<file path="src/sv/wit_pkg.sv">
`timescale 1ns / 1ps

package wit_pkg;

  localparam int unsigned TimeBits = 32;
  localparam logic [TimeBits-1:0] TimeMax = {TimeBits{1'b1}};

  typedef enum logic [2:0] {
    CMD_TICK    = 3'd0,
    CMD_START   = 3'd1,
    CMD_RESTART = 3'd2,
    CMD_CANCEL  = 3'd3,
    CMD_CHECK   = 3'd4
  } cmd_e;

  typedef struct packed {
    logic [2:0]          cmd;
    logic [TimeBits-1:0] now_ms;
    logic [TimeBits-1:0] delay_ms;
  } in_beat_t;

  typedef struct packed {
    logic fired;
    logic expired_read;
    logic running;
  } out_beat_t;

endpackage

</file>
<file path="src/sv/wit_core.sv">
`timescale 1ns / 1ps

module wit_core (
  input  logic               clk_i,
  input  logic               rst_ni,
  input  logic               periodic_i,
  input  logic               step_i,
  input  wit_pkg::in_beat_t  beat_i,
  output wit_pkg::out_beat_t res_o
);
  import wit_pkg::*;

  logic                run_q, run_d;
  logic                exp_q, exp_d;
  logic [TimeBits-1:0] trig_q, trig_d;
  logic [TimeBits-1:0] limit_q, limit_d;
  logic [TimeBits-1:0] delay_q, delay_d;

  logic [TimeBits-1:0] now;
  logic [TimeBits-1:0] arm_delay;
  logic [TimeBits-1:0] room;
  logic [TimeBits-1:0] arm_trig;
  logic [TimeBits-1:0] arm_limit;
  logic                hit;

  assign now       = beat_i.now_ms;
  assign arm_delay = (beat_i.cmd == CMD_START) ? beat_i.delay_ms : delay_q;
  assign room      = TimeMax - now;

  always_comb begin
    if (room < arm_delay) begin
      arm_trig  = arm_delay - room - TimeBits'(1);
      arm_limit = now;
    end else begin
      arm_trig  = now + arm_delay - TimeBits'(1);
      arm_limit = TimeMax;
    end
  end

  assign hit = run_q && (trig_q < now) && (now < limit_q);

  always_comb begin
    run_d   = run_q;
    exp_d   = exp_q;
    trig_d  = trig_q;
    limit_d = limit_q;
    delay_d = delay_q;
    res_o   = '0;
    unique case (beat_i.cmd)
      CMD_TICK, CMD_CHECK: begin
        if (hit) begin
          res_o.fired = 1'b1;
          exp_d       = 1'b1;
          if (periodic_i) begin
            trig_d  = arm_trig;
            limit_d = arm_limit;
          end else begin
            run_d = 1'b0;
          end
        end
        if (beat_i.cmd == CMD_CHECK) begin
          res_o.expired_read = exp_d;
          exp_d              = 1'b0;
        end
      end
      CMD_START, CMD_RESTART: begin
        delay_d = arm_delay;
        run_d   = 1'b1;
        trig_d  = arm_trig;
        limit_d = arm_limit;
      end
      CMD_CANCEL: begin
        run_d = 1'b0;
        exp_d = 1'b0;
      end
      default: begin
      end
    endcase
    res_o.running = run_d;
  end

  always_ff @(posedge clk_i or negedge rst_ni) begin
    if (!rst_ni) begin
      run_q   <= 1'b0;
      exp_q   <= 1'b0;
      trig_q  <= '0;
      limit_q <= TimeMax;
      delay_q <= '0;
    end else if (step_i) begin
      run_q   <= run_d;
      exp_q   <= exp_d;
      trig_q  <= trig_d;
      limit_q <= limit_d;
      delay_q <= delay_d;
    end
  end

endmodule

</file>
<file path="src/sv/wraparound_interval_timer_top.sv">
`timescale 1ns / 1ps

// Interval timer against a wrapping millisecond uptime: one command beat in, one
// result beat out. A beat is taken every cycle while in_stall_o is low; its
// result goes to the result register, or to the skid while one waits; in_stall_o
// rises only when both are full. All timer state updates as the beat is taken,
// so back-to-back commands see each other's effect. Write periodic_q via
// cfg_we_i/cfg_wdata_i only while idle; the block does not enforce this.

module wraparound_interval_timer_top (
  input  logic               clk_i,
  input  logic               rst_ni,
  input  logic               cfg_we_i,
  input  logic               cfg_wdata_i,
  input  logic               in_valid_i,
  output logic               in_stall_o,
  input  wit_pkg::in_beat_t  in_data_i,
  output logic               out_valid_o,
  input  logic               out_stall_i,
  output wit_pkg::out_beat_t out_data_o
);
  import wit_pkg::*;

  logic      periodic_q;
  logic      in_acc;
  logic      out_take;
  out_beat_t res;

  logic      out_valid_q, skid_valid_q;
  out_beat_t out_q, skid_q;

  assign in_acc   = in_valid_i && !skid_valid_q;
  assign out_take = out_valid_q && !out_stall_i;

  wit_core u_core (
    .clk_i,
    .rst_ni,
    .periodic_i (periodic_q),
    .step_i     (in_acc),
    .beat_i     (in_data_i),
    .res_o      (res)
  );

  always_ff @(posedge clk_i or negedge rst_ni) begin
    if (!rst_ni) begin
      periodic_q <= 1'b0;
    end else if (cfg_we_i) begin
      periodic_q <= cfg_wdata_i;
    end
  end

  always_ff @(posedge clk_i or negedge rst_ni) begin
    if (!rst_ni) begin
      out_valid_q  <= 1'b0;
      skid_valid_q <= 1'b0;
    end else begin
      priority if (skid_valid_q) begin
        if (out_take) begin
          skid_valid_q <= 1'b0;
        end
      end else if (in_acc) begin
        if (out_valid_q && !out_take) begin
          skid_valid_q <= 1'b1;
        end else begin
          out_valid_q <= 1'b1;
        end
      end else if (out_take) begin
        out_valid_q <= 1'b0;
      end
    end
  end

  always_ff @(posedge clk_i) begin
    if (skid_valid_q) begin
      if (out_take) begin
        out_q <= skid_q;
      end
    end else if (in_acc) begin
      if (out_valid_q && !out_take) begin
        skid_q <= res;
      end else begin
        out_q <= res;
      end
    end
  end

  assign in_stall_o  = skid_valid_q;
  assign out_valid_o = out_valid_q;
  assign out_data_o  = out_q;

endmodule

</file>
<file path="config.mk">
export PLATFORM = sky130hd
export DESIGN_NAME = wraparound_interval_timer_top
export DESIGN_NICKNAME = d
export VERILOG_FILES = /design/src/sv/wit_pkg.sv /design/src/sv/wit_core.sv /design/src/sv/wraparound_interval_timer_top.sv
export SDC_FILE = /design/constraint.sdc
export NUM_CORES = 1
export LEC_CHECK = 0
export ABC_AREA = 1
export BUFFER_PORTS_ARGS = -buffer_cell sky130_fd_sc_hd__buf_4
export CAP_MARGIN = 25
export CORE_ASPECT_RATIO = 0.75
export CORE_MARGIN = 3
export CORE_UTILIZATION = 60
export CTS_CLUSTER_DIAMETER = 30
export DETAILED_ROUTE_END_ITERATION = 16
export PLACE_DENSITY = 0.79
export SYNTH_ARGS = -nofsm -noshare
export SYNTH_HDL_FRONTEND = slang
export SYNTH_SLANG_ARGS = --single-unit
export TNS_END_PERCENT = 20
</file>
<file path="constraint.sdc">
create_clock -name clk_i -period 2.95 [get_ports clk_i]
set_input_delay 0.1475 -clock clk_i [delete_from_list [all_inputs] [get_ports clk_i]]
set_output_delay 0.1475 -clock clk_i [all_outputs]
set_load 0.1 [all_outputs]
</file>
== After elaboration in Yosys (flattened, before gate mapping) ==
Index checks and enable logic that the tools add are counted.
W data, S select, Z words.
Operators by class
  multiplexer cells: 29
  $lt $le $gt $ge: 3
  bitwise logic cells: 1
  $add $sub $neg: 5
  equal/unequal tests: 9
  reductions and logical operators: 21
Operator list (count)
  $mux W32: 7
  $pmux W32 S2: 2
  $lt A32 B32 Y1: 3
  $sub A32 B1 Y32 const B: 2
  $add A32 B32 Y32: 1
  $sub A32 B32 Y32: 1
  $sub A32 B32 Y32 const A: 1
  $mux W1: 13
  $mux W3: 4
  $reduce_and A3 Y1: 3
  $ne A2 B2 Y1 const B: 4
  $reduce_bool A2 Y1: 4
  $eq A3 B2 Y1 const B: 2
  $logic_and A1 B1 Y1: 5
  $reduce_and A2 Y1: 2
  $reduce_and A4 Y1: 1
  $reduce_or A2 Y1: 2
  $eq A3 B1 Y1 const B: 1
  $eq A3 B3 Y1 const B: 1
  $logic_not A1 Y1: 3
  $logic_not A3 Y1: 1
  $pmux W1 S3: 1
  $mux W2: 1
  $ne A2 B1 Y1 const B: 1
  other kinds (2): 2
Storage, ports and cells
  logic and storage cells: 82
  register bits: 107
  output and inout bits: 5

== Depth between registers and ports, before layout ==
Gate-level depths: netlist (run 1).
  depth after elaboration: 9
  mapped depth: 26
  gate-level depth less buffers: 25

== Cells and area by module ==
Synthesis (run 1) repeated with hierarchy kept, for this count alone.
Second synthesis, totals
  cells, all modules: 2029
  area, all modules: 12841.1 µm²
Modules (own cells, without submodules)
  wit_core: times used 1, seq. area each 2492.4 µm², area an instance 12429.4 µm², cells an instance 1988
  wraparound_interval_timer_top: times used 1, seq. area each 255.2 µm², area an instance 411.6 µm², cells an instance 41

== Worst setup path before layout (run 1) ==
No wires, ideal clock.
  kind: input to register
  start: input in_data_i[66] (netlist bit)
  end: register u_core.trig_q[31]
  cell stages on the path: 23
  library setup time: 0.117 ns
  arrival: 2.791 ns
  slack: 0.042 ns
  path through: nor2_1 nand2_1 clkbuf_1 o21ai_0 ha_1 inv_1 ha_1 inv_1 fa_1 inv_1 nand3_1 nand3_1 nand2_1 nand2_1 nand2_1 nand2_1 nand2_1 nand3_1 nand2_1 nand2_1 nand2_1 nand3_1 nand2_1
Between the ends
  word-level cells in the longest chain between the ends: 8
  elaborated cells on any way between the ends: 20
Ends and longest elaborated chain
  start, declared: line wraparound_interval_timer_top.sv:17  | input wit_pkg::in_beat_t in_data_i,
  $eq A3 B1 Y1 (*): line wit_core.sv:27  | assign arm_delay = (beat_i.cmd == CMD_START) ? beat_i.delay_ms : delay_q;
  $mux W32 (*): line wit_core.sv:27
  named net u_core.arm_delay[1]: line wit_core.sv:20  | logic [TimeBits-1:0] arm_delay;
  $add A32 B32 Y32 / $sub A32 B32 Y32 (equally long branches): line wit_core.sv:35, wit_core.sv:32
  $sub A32 B1 Y32, on equally long branches: line wit_core.sv:35, wit_core.sv:32
  $mux W32 (*): line wit_core.sv:31  | if (room < arm_delay) begin
  $mux W32: line wit_core.sv:54  | if (periodic_i) begin
  $mux W32: line wit_core.sv:51  | if (hit) begin
  $pmux W32 S2 (*): line wit_core.sv:49  | unique case (beat_i.cmd)
  end signal, assigned: line wit_core.sv:92  | trig_q <= trig_d;
  end, declared: line wit_core.sv:15  | logic [TimeBits-1:0] trig_q, trig_d;
The timed path passes the listed nets; every way through them passes the cells marked *. The select of a mux whose other input is x is not followed.
A chain may end at the register's enable or synchronous reset.

== Final worst setup path (run 1) ==
  start: register u_core.delay_q[0]
  end: register u_core.trig_q[28]
Between the ends
  word-level cells in the longest chain between the ends: 7
  elaborated cells on any way between the ends: 10
Ends and longest elaborated chain
  start, declared: line wit_core.sv:17  | logic [TimeBits-1:0] delay_q, delay_d;
  start signal, assigned: line wit_core.sv:94  | delay_q <= delay_d;
  $mux W32 (*): line wit_core.sv:27
  named net u_core.arm_delay[0]: line wit_core.sv:20
  $add A32 B32 Y32 / $sub A32 B32 Y32 (equally long branches): line wit_core.sv:35, wit_core.sv:32
  $sub A32 B1 Y32, on equally long branches: line wit_core.sv:35, wit_core.sv:32
  $mux W32 (*): line wit_core.sv:31
  $mux W32: line wit_core.sv:54
  $mux W32: line wit_core.sv:51
  $pmux W32 S2 (*): line wit_core.sv:49
Marks and branches as above.

==> report_table.html, run 1 <==
<table>
<tr><th>Metric</th><th>Value</th></tr>
<tr><th colspan="2">Place</th></tr>
<tr><td>Cells after DPL</td><td>2520</td></tr>
<tr><td>Weighted congestion reported at the end of routability-driven placement</td><td>1.02</td></tr>
<tr><td>Post-Place Worst Slack</td><td>-0.260 ns</td></tr>
<tr><td>HPWL reported at the end of detailed placement</td><td>34.2 mm</td></tr>
<tr><td>Count of buffers from port buffering</td><td>slightly below 80</td></tr>
<tr><th colspan="2">Global route</th></tr>
<tr><td>GRT Resource Usage Total</td><td>between 30% and 40%</td></tr>
<tr><td>Pin count of the biggest net entering global routing</td><td>65</td></tr>
<tr><td>Number of global-route vias before repair</td><td>13093</td></tr>
<tr><td>Grt total ovfl</td><td>0</td></tr>
<tr><td>Antenna violations before repair</td><td>0</td></tr>
<tr><td>Global-route wire length before repair</td><td>67.5 mm</td></tr>
<tr><th colspan="2">Setup path</th></tr>
<tr><td>Setup CP Type</td><td>register to register</td></tr>
<tr><td>Most prevalent standard cell on the critical path</td><td>nand2_1</td></tr>
<tr><td>Crit path largest cell delay</td><td>0.44 ns</td></tr>
<tr><td>Highest fanout seen on the critical path</td><td>4</td></tr>
<tr><td>Critical Path End Type</td><td>register</td></tr>
<tr><td>Crit path launch type</td><td>register</td></tr>
<tr><td>Cells along the critical path</td><td>nand2_1 -&gt; o21ai_0 -&gt; buf_4 -&gt; ha_1 -&gt; fa_1 -&gt; nand2_1 -&gt; nand3_1 -&gt; nand3_1 -&gt; nand3_1 -&gt; nand2_1 -&gt; nand2_1 -&gt; nand2_1 -&gt; nand2_1 -&gt; nand2_1 -&gt; nand2_1 -&gt; nand3_1 -&gt; nand2_1</td></tr>
<tr><td>Reg-to-reg slack, setup</td><td>around 0.11 ns</td></tr>
<tr><td>Endpoint of the worst register-to-register path</td><td>u_core.trig_q[28]</td></tr>
<tr><td>Endpoint required time on the critical path</td><td>3.21 ns</td></tr>
<tr><td>Cell with the largest stage delay on the worst path</td><td>fa_1</td></tr>
<tr><td>FF-to-FF Start</td><td>u_core.delay_q[0]</td></tr>
<tr><td>Cell count of the worst reg-to-reg path</td><td>17</td></tr>
<tr><td>Worst path arrival time</td><td>3.10 ns</td></tr>
<tr><th colspan="2">Timing</th></tr>
<tr><td>Final setup violating endpoints</td><td>0</td></tr>
<tr><td>Transition time at the pin with the least slew margin</td><td>0.646 ns</td></tr>
<tr><td>Final worst setup slack</td><td>0.107 ns</td></tr>
<tr><td>Total Negative Setup Slacks</td><td>0 ns</td></tr>
<tr><td>Share of the cycle needed by the critical path after routing</td><td>96.4%</td></tr>
<tr><td>Fmax</td><td>around 350 MHz</td></tr>
<tr><td>Fin. max-slew vios</td><td>0</td></tr>
<tr><td>Rel. slew slack</td><td>57.0%</td></tr>
<tr><td>Final min period</td><td>2.84 ns</td></tr>
<tr><td>Final worst clock skew</td><td>roughly 0.017 ns</td></tr>
<tr><td>Count of final hold-check violations</td><td>0</td></tr>
<tr><th colspan="2">Power</th></tr>
<tr><td>IR Drop Worst-Case VDD</td><td>around 0.64 mV</td></tr>
<tr><td>Cell Int Power</td><td>7.88 mW</td></tr>
<tr><td>Share of power burned in combinational logic</td><td>75.8%</td></tr>
<tr><td>PnR Total Power</td><td>16.4 mW</td></tr>
<tr><td>Sw Pwr</td><td>8.56 mW</td></tr>
<tr><td>Part of the power in the clock network</td><td>7.8%</td></tr>
<tr><td>Pwr dens</td><td>1060 nW/um^2</td></tr>
<tr><td>Leakage</td><td>9.10 nW</td></tr>
<tr><td>Relative contribution of sequential cells to total power</td><td>16.5%</td></tr>
<tr><td>Switching share of power</td><td>between 50 and 60%</td></tr>
<tr><th colspan="2">Clock network</th></tr>
<tr><td>TritonCTS Sinks</td><td>107</td></tr>
<tr><td>Number of levels in the clock H-tree</td><td>3</td></tr>
<tr><td>Clock-pin transition on the worst setup and hold timing paths</td><td>0.08 ns</td></tr>
<tr><td>Clock tree buffer depth</td><td>2</td></tr>
<tr><td>Later-pin clock latency in the skew report</td><td>0.37 ns</td></tr>
<tr><td>Clock Tree Root</td><td>clkbuf_16</td></tr>
<tr><td>TritonCTS clock tree</td><td>built</td></tr>
<tr><td>CTS Buf Count</td><td>9</td></tr>
<tr><th colspan="2">Logic synthesis</th></tr>
<tr><td>Post-Synthesis Mean Instance Area</td><td>around 6.3 um^2</td></tr>
<tr><td>Adder-cell share of the synthesized area</td><td>between 20% and 30%</td></tr>
<tr><td>Xor and xnor fraction of the mapped netlist area</td><td>2.30%</td></tr>
<tr><td>Most instantiated cells after synthesis</td><td>nand2_1 (677), inv_1 (345), ha_1 (200)</td></tr>
<tr><td>Cell count after synthesis</td><td>1993</td></tr>
<tr><td>Dominant cell type by area after synthesis</td><td>nand2_1</td></tr>
<tr><td>Cells taking the most area after synthesis</td><td>nand2_1 (20%), ha_1 (20%), dfrtp_1 (14%), inv_1 (10%), dfstp_2 (6.7%)</td></tr>
<tr><td>Flop and latch count out of synthesis</td><td>107</td></tr>
<tr><td>Most used standard cell by instance count after synthesis</td><td>nand2_1</td></tr>
<tr><td>Share of the synthesized area in compound gates (AO/OA/AOI/OAI)</td><td>9.35%</td></tr>
<tr><td>Net count after synthesis</td><td>2272</td></tr>
<tr><td>Number of warnings issued by yosys</td><td>0</td></tr>
<tr><td>Portion of netlist area occupied by mux cells</td><td>less than 1%</td></tr>
<tr><td>Share of flip-flops with an asynchronous set or reset after synthesis</td><td>94.4%</td></tr>
<tr><td>Yosys cell types</td><td>37</td></tr>
<tr><td>Top flip-flop cell by instance count after synthesis</td><td>dfrtp_1</td></tr>
<tr><td>Main combinational cell family by area after synthesis</td><td>simple AND/OR/NAND/NOR gates</td></tr>
<tr><td>Yosys top cell area share</td><td>roughly a fifth</td></tr>
<tr><td>Number of enable-type register cells in the synthesized netlist</td><td>6</td></tr>
<tr><td>Sequential share of the synthesized area</td><td>21.9%</td></tr>
<tr><td>Simple-gate share of the synthesized area</td><td>33.2%</td></tr>
<tr><td>Area of the mapped netlist</td><td>12600 um^2</td></tr>
<tr><th colspan="2">Hold path</th></tr>
<tr><td>Hold Path Stages</td><td>3</td></tr>
<tr><td>Min-delay worst type</td><td>primary input to register</td></tr>
<tr><td>Hold path start</td><td>out_stall_i</td></tr>
<tr><td>Hold Path End</td><td>out_valid_o</td></tr>
<tr><th colspan="2">Floorplanning</th></tr>
<tr><td>Die width</td><td>173 um</td></tr>
<tr><td>Die outline height</td><td>131 um</td></tr>
<tr><td>Number of top-level pins</td><td>a little under 80</td></tr>
<tr><td>Die area</td><td>22700 um^2</td></tr>
<tr><td>Cell row count</td><td>45</td></tr>
<tr><td>Area of the core</td><td>between 20000 and 25000 um^2</td></tr>
<tr><td>Starting Density</td><td>61.7%</td></tr>
<tr><th colspan="2">Routing</th></tr>
<tr><td>DR pass1 iterations</td><td>5</td></tr>
<tr><td>Residual antenna-violating net count after detailed routing</td><td>0</td></tr>
<tr><td>Via total after detailed routing</td><td>13931</td></tr>
<tr><td>Residual DRC</td><td>0</td></tr>
<tr><td>Initial detailed-routing violation count</td><td>1528</td></tr>
<tr><td>Routed via count divided by cell count</td><td>5.47</td></tr>
<tr><td>Total wire length</td><td>43.2 mm</td></tr>
<tr><td>Wire length per cell</td><td>17.0 um</td></tr>
<tr><th colspan="2">Cells and area</th></tr>
<tr><td>Filler Cell Count</td><td>1672</td></tr>
<tr><td>Number of diodes</td><td>0</td></tr>
<tr><td>Final non-filler cell total</td><td>2546</td></tr>
<tr><td>Final layout net count</td><td>2538</td></tr>
<tr><td>Share of post-route cells with drive strength above 1</td><td>17.1%</td></tr>
<tr><td>Layout Area Growth over Synthesis</td><td>23.4%</td></tr>
<tr><th colspan="2">Flow run</th></tr>
<tr><td>Reported max-cap violation count</td><td>0</td></tr>
<tr><th colspan="2">Run status</th></tr>
<tr><td>Status</td><td>completed</td></tr>
</table>
==> through the flow <==
stage,instance area [um^2],hold WS (ns),utilization (%)
after floorplan,12600,-0.148,-
after global placement,15000,0.199,73.8
after detailed placement,15000,0.206,73.8
after CTS,15300,0.0665,75.3
after global routing,15500,0.0669,76.1
final,15500,0.0722,76.1
==> how the worst max path moves through the flow <==
stage	slack, ns	start	to
6_report	0.11	u_core.delay_q[0]	u_core.trig_q[28]
5_1_grt	-0.0001	u_core.delay_q[9]	u_core.trig_q[14]
4_1_cts	0.08	u_core.delay_q[1]	u_core.trig_q[25]
3_5_place_dp	-0.26	in_data_i[66]	u_core.trig_q[25]
3_3_place_gp	-0.12	in_data_i[66]	u_core.trig_q[31]
2_1_floorplan	0.04	in_data_i[66]	u_core.trig_q[31]
==> power groups by stage <==
stage / Combinational (mW) / Clock, mW / Sequential, mW
finish: 12.5 / 1.28 / 2.71
global route: 13.6 / 1.34 / 2.78
CTS: 11.8 / 1.27 / 2.69
detailed placement: 11.8 / 0 / 2.72
global placement: 11.5 / 0 / 2.69
floorplan: 6.90 / 0 / 2.80
==> repair_timing <==
action                                  4_1_cts  5_1_grt
hold endpoints to repair                     29        0
endpoints found under the setup margin        0       64
resized for setup                             0       31
hold buffers                                  3        0
buffers inserted                              0        6
==> flip-flops by register name, summed over array words and instances (netlist names) <==
register	flops
u_core.limit_q	32
u_core.run_q	1
out_valid_o	1
out_data_o	3
u_core.exp_q	1
u_core.trig_q	32
skid_q	3
u_core.delay_q	32
in_stall_o	1
periodic_q	1
==> layer usage <==
metal / global-route usage [%] / share of wire (%)
met1: 54.5 / 45
met5: 0 / 0
met4: 6.03 / 1.5
met3: 7.22 / 11
met2: 56.0 / 42
==> placed cells by master (no fill, tap or decap), types with 3 or more instances in the layout <==
cell type        n
a21oi_1        120
a21oi_2          6
and2_1           4
buf_12          13
buf_4          279
clkbuf_16       10
dfrtp_1         69
dfstp_2         32
dlygate4sd3_1    3
edfxtp_1         6
fa_1             5
ha_1           198
inv_1          345
inv_2            9
nand2_1        672
nand2_2          9
nand3_1        136
nand3b_1         3
nand4_1         26
nor2_1         140
nor2_2           6
nor2_4           3
nor3_1          11
nor3_2           3
o21a_1           5
o21ai_0         76
o21ai_1         10
o21bai_1         7
xnor2_1         15
xor2_1          18
==> area by class of cell <==
type,instances,area [um^2],share of cell area [%]
inverter,354,1330,8.57
timing repair buffer,296,2410,15.5
tap,282,353,2.27
clock buffer,9,225,1.45
clock inverter,7,58.8,0.379
sequential,107,2750,17.7
multi-input combinational,1491,8390,54.1
==> cells by family after synthesis <==
kind of cell,Yosys count
simple gates,1023
flops,107
mux,1
compound gates,228
buf+inv,395
fa+ha+maj,206
xor+xnor,33
==> worst max-delay path: cells and delay by family (launching register included) <==
kind,cells,cell delay [ns]
and+or+nand+nor,13,1.44
buffers and inverters,1,0.17
AOI/OAI and AO/OA,1,0.12
adders and majority gates,2,0.64
DFF,1,0.38
(Power assumes the default switching activity.)
==> run 2, diff against run 1 <==
--- a/config.mk
+++ b/config.mk
@@ -13,6 +13,7 @@
 export CORE_UTILIZATION = 60
 export CTS_CLUSTER_DIAMETER = 30
 export DETAILED_ROUTE_END_ITERATION = 16
+export HOLD_SLACK_MARGIN = 0.12
 export PLACE_DENSITY = 0.79
 export SYNTH_ARGS = -nofsm -noshare
 export SYNTH_HDL_FRONTEND = slang
==> run 2 against run 1 <==
Net effect: final cell count hardly changed; sequential power hardly changed; critical endpoint unchanged; clock power hardly changed; clock skew is 0.0014 ns lower; highest routed layer unchanged.
==> report_table.html, run 2 (synthesis results as in run 1) <==
<table>
<tr><th>Metric</th><th>Value</th></tr>
<tr><th colspan="2">Run status</th></tr>
<tr><td>Status</td><td>completed</td></tr>
<tr><th colspan="2">Cells and area</th></tr>
<tr><td>Layout Area Growth over Synthesis</td><td>23.4% (about the same)</td></tr>
<tr><td>Share of post-route cells with drive strength above 1</td><td>17.1% (about the same)</td></tr>
<tr><td>Final layout net count</td><td>2539 (+0.039%)</td></tr>
<tr><td>Most common cell after layout, fill and taps aside</td><td>nand2_1</td></tr>
<tr><td>Filler Cell Count</td><td>1667 (-0.30%)</td></tr>
<tr><td>Number of diodes</td><td>0 (unchanged)</td></tr>
<tr><td>Registers with the highest flip-flop counts</td><td>u_core.delay_q (32), u_core.limit_q (32), u_core.trig_q (32)</td></tr>
<tr><td>Sequential cell area</td><td>2750 um^2 (unchanged)</td></tr>
<tr><td>Most frequent cells in the layout</td><td>nand2_1 (672), inv_1 (345), buf_4 (279), ha_1 (198), nor2_1 (140)</td></tr>
<tr><td>Utilization after layout</td><td>76.2% (about the same)</td></tr>
<tr><td>Area used by multi-input combinational logic</td><td>8390 um^2 (unchanged)</td></tr>
<tr><td>Final non-filler cell total</td><td>2547 (+0.039%)</td></tr>
<tr><th colspan="2">Clock network</th></tr>
<tr><td>TritonCTS clock tree</td><td>built</td></tr>
<tr><td>TritonCTS Sinks</td><td>107 (unchanged)</td></tr>
<tr><td>Clock-pin transition on the worst setup and hold timing paths</td><td>0.08 ns (about the same)</td></tr>
<tr><td>Number of levels in the clock H-tree</td><td>3 (unchanged)</td></tr>
<tr><td>Clock tree buffer depth</td><td>2 (unchanged)</td></tr>
<tr><td>Later-pin clock latency in the skew report</td><td>0.37 ns (about the same)</td></tr>
<tr><td>Clock Tree Root</td><td>clkbuf_16</td></tr>
<tr><td>CTS Buf Count</td><td>9 (unchanged)</td></tr>
<tr><th colspan="2">Floorplanning</th></tr>
<tr><td>Die area</td><td>22700 um^2 (unchanged)</td></tr>
<tr><td>Cell row count</td><td>45 (unchanged)</td></tr>
<tr><td>Starting Density</td><td>61.7% (unchanged)</td></tr>
<tr><td>Number of top-level pins</td><td>78 (unchanged)</td></tr>
<tr><td>Die outline height</td><td>131 um (unchanged)</td></tr>
<tr><td>Area of the core</td><td>20400 um^2 (unchanged)</td></tr>
<tr><td>Die width</td><td>173 um (unchanged)</td></tr>
<tr><th colspan="2">Setup path</th></tr>
<tr><td>Buffers &amp; Inverters on Critical Path</td><td>1 (unchanged)</td></tr>
<tr><td>Crit path launch type</td><td>register</td></tr>
<tr><td>Critical Path End Type</td><td>register</td></tr>
<tr><td>Setup CP Type</td><td>register to register</td></tr>
<tr><td>Worst path arrival time</td><td>3.06 ns (-0.04 ns)</td></tr>
<tr><td>Highest fanout seen on the critical path</td><td>4 (unchanged)</td></tr>
<tr><td>Crit path largest cell delay</td><td>0.44 ns (about the same)</td></tr>
<tr><td>Gate family responsible for the most delay along the worst path</td><td>simple AND/OR/NAND/NOR gates</td></tr>
<tr><td>Cells along the critical path</td><td>nand2_1 -&gt; o21ai_0 -&gt; buf_4 -&gt; ha_1 -&gt; fa_1 -&gt; nand2_1 -&gt; nand3_1 -&gt; nand3_1 -&gt; nand3_1 -&gt; nand2_1 -&gt; nand2_1 -&gt; nand2_1 -&gt; nand2_1 -&gt; nand2_1 -&gt; nand2_1 -&gt; nand3_1 -&gt; nand2_1</td></tr>
<tr><td>Cell with the largest stage delay on the worst path</td><td>fa_1</td></tr>
<tr><td>Most prevalent standard cell on the critical path</td><td>nand2_1</td></tr>
<tr><td>Endpoint required time on the critical path</td><td>3.21 ns (about the same)</td></tr>
<tr><th colspan="2">Timing</th></tr>
<tr><td>Rel. slew slack</td><td>56.8% (-0.20 points)</td></tr>
<tr><td>Share of the cycle needed by the critical path after routing</td><td>95.1% (-1.3 points)</td></tr>
<tr><td>Final min period</td><td>2.80 ns (-0.0381 ns)</td></tr>
<tr><td>Fin. max-slew vios</td><td>0 (unchanged)</td></tr>
<tr><td>Count of final hold-check violations</td><td>0 (unchanged)</td></tr>
<tr><td>Fin Hold WS</td><td>0.172 ns (+0.0999 ns)</td></tr>
<tr><td>Fmax</td><td>357 MHz (+1.4%)</td></tr>
<tr><td>Final setup violating endpoints</td><td>0 (unchanged)</td></tr>
<tr><td>Transition time at the pin with the least slew margin</td><td>0.647 ns (+0.00146 ns)</td></tr>
<tr><td>Total Negative Setup Slacks</td><td>0 ns (unchanged)</td></tr>
<tr><td>Final worst clock skew</td><td>0.0158 ns (-0.00144 ns)</td></tr>
<tr><th colspan="2">Routing</th></tr>
<tr><td>Residual antenna-violating net count after detailed routing</td><td>0 (unchanged)</td></tr>
<tr><td>DR pass1 iterations</td><td>5 (unchanged)</td></tr>
<tr><td>Routed via count divided by cell count</td><td>5.48 (about the same)</td></tr>
<tr><td>Initial detailed-routing violation count</td><td>1553 (+1.6%)</td></tr>
<tr><td>Via total after detailed routing</td><td>13947 (+0.11%)</td></tr>
<tr><td>Wire length per cell</td><td>16.9 um (-0.15%)</td></tr>
<tr><td>Residual DRC</td><td>0 (unchanged)</td></tr>
<tr><td>Total wire length</td><td>43.2 mm (-0.11%)</td></tr>
<tr><th colspan="2">Global route</th></tr>
<tr><td>Number of global-route vias before repair</td><td>13094 (+0.0076%)</td></tr>
<tr><td>Pin count of the biggest net entering global routing</td><td>65 (unchanged)</td></tr>
<tr><td>Global-route wire length before repair</td><td>67.5 mm (about the same)</td></tr>
<tr><td>Grt total ovfl</td><td>0 (unchanged)</td></tr>
<tr><td>GRT Resource Usage Total</td><td>36.7% (about the same)</td></tr>
<tr><td>Antenna violations before repair</td><td>0 (unchanged)</td></tr>
<tr><th colspan="2">Power</th></tr>
<tr><td>Pwr dens</td><td>1060 nW/um^2 (-0.15%)</td></tr>
<tr><td>Relative contribution of sequential cells to total power</td><td>16.5% (about the same)</td></tr>
<tr><td>Part of the power in the clock network</td><td>7.7% (about the same)</td></tr>
<tr><td>Leakage</td><td>9.11 nW (about the same)</td></tr>
<tr><td>PnR Total Power</td><td>16.4 mW (about the same)</td></tr>
<tr><td>Cell Int Power</td><td>7.88 mW (about the same)</td></tr>
<tr><td>Switching share of power</td><td>52.0% (about the same)</td></tr>
<tr><td>IR Drop Worst-Case VDD</td><td>0.632 mV (-0.43%)</td></tr>
<tr><td>Share of power burned in combinational logic</td><td>75.8% (about the same)</td></tr>
<tr><td>Sw Pwr</td><td>8.55 mW (-0.19%)</td></tr>
<tr><th colspan="2">Hold path</th></tr>
<tr><td>Min-delay worst type</td><td>primary input to register</td></tr>
<tr><th colspan="2">Place</th></tr>
<tr><td>Weighted congestion reported at the end of routability-driven placement</td><td>1.02 (unchanged)</td></tr>
<tr><td>Cells after DPL</td><td>2520 (unchanged)</td></tr>
<tr><td>HPWL reported at the end of detailed placement</td><td>34.2 mm (unchanged)</td></tr>
<tr><td>Count of buffers from port buffering</td><td>77 (unchanged)</td></tr>
<tr><th colspan="2">Flow run</th></tr>
<tr><td>Reported max-cap violation count</td><td>0 (unchanged)</td></tr>
</table>
## run 2: cell types whose count changed in the layout (fill, tap and decap cells not counted)
cell           delta
dlygate4sd3_1     +1
## run 2: what timing repair did
item	4_1_cts	5_1_grt
endpoints found under the setup margin	0	64
gates resized for setup	0	31
endpoints found under the hold margin	31	0
setup buffers	0	6
hold buffers	4	0
## run 2: layout make-up
type                            count  area share, %
Multi-Input combinational cell   1491           54.0
Tap cell                          282           2.27
Sequential cell                   107           17.7
Timing Repair Buffer              297           15.6
Inverter                          354           8.56
Clock inverter                      7          0.379
Clock buffer                        9           1.45
## run 2: per-layer routing
metal,up-vias,global-route usage (%),wire (um)
met5,-,0,0
met3,53,7.22,4810
li1,6743,-,-
met1,6420,54.5,19400
met4,0,6.03,630
met2,731,56.0,18300
## run 2: power groups by stage
stage	logic (mW)	registers, mW	clock network [mW]
2_1_floorplan	6.90	2.80	0
3_3_place_gp	11.5	2.69	0
3_5_place_dp	11.8	2.72	0
4_1_cts	11.8	2.69	1.27
5_1_grt	13.7	2.78	1.34
6_report	12.4	2.72	1.27
## run 2: per-stage QoR
stage	area, um^2	setup slack (ns)
final	15500	0.145
after global routing	15500	-0.000126
after CTS	15400	0.0785
after global placement	15000	-0.120
after detailed placement	15000	-0.260
after floorplan	12600	0.0423
## run 2: path summary, 6_finish.rpt
kind	start	to	slack, ns	depth (start not counted)
min in group asynchronous	rst_ni	in_stall_o	0.35	2
max reg2reg	u_core.delay_q[0]	u_core.trig_q[28]	0.15	17
min	in_data_i[32]	u_core.limit_q[0]	0.17	5
max in group asynchronous	rst_ni	u_core.limit_q[1]	1.81	3
max	u_core.delay_q[0]	u_core.trig_q[28]	0.15	17
min reg2reg	u_core.limit_q[25]	u_core.limit_q[25]	0.47	2
## run 2: worst register-to-register path, cell delays in order, from the launching register on
cell,delay [ns]
dfrtp_1,0.38
nand2_1,0.06
o21ai_0,0.12
buf_4,0.17
ha_1,0.20
fa_1,0.44
nand2_1,0.10
nand3_1,0.23
nand3_1,0.17
nand3_1,0.11
nand2_1,0.21
nand2_1,0.08
nand2_1,0.06
nand2_1,0.07
nand2_1,0.11
nand2_1,0.07
nand3_1,0.07
nand2_1,0.06
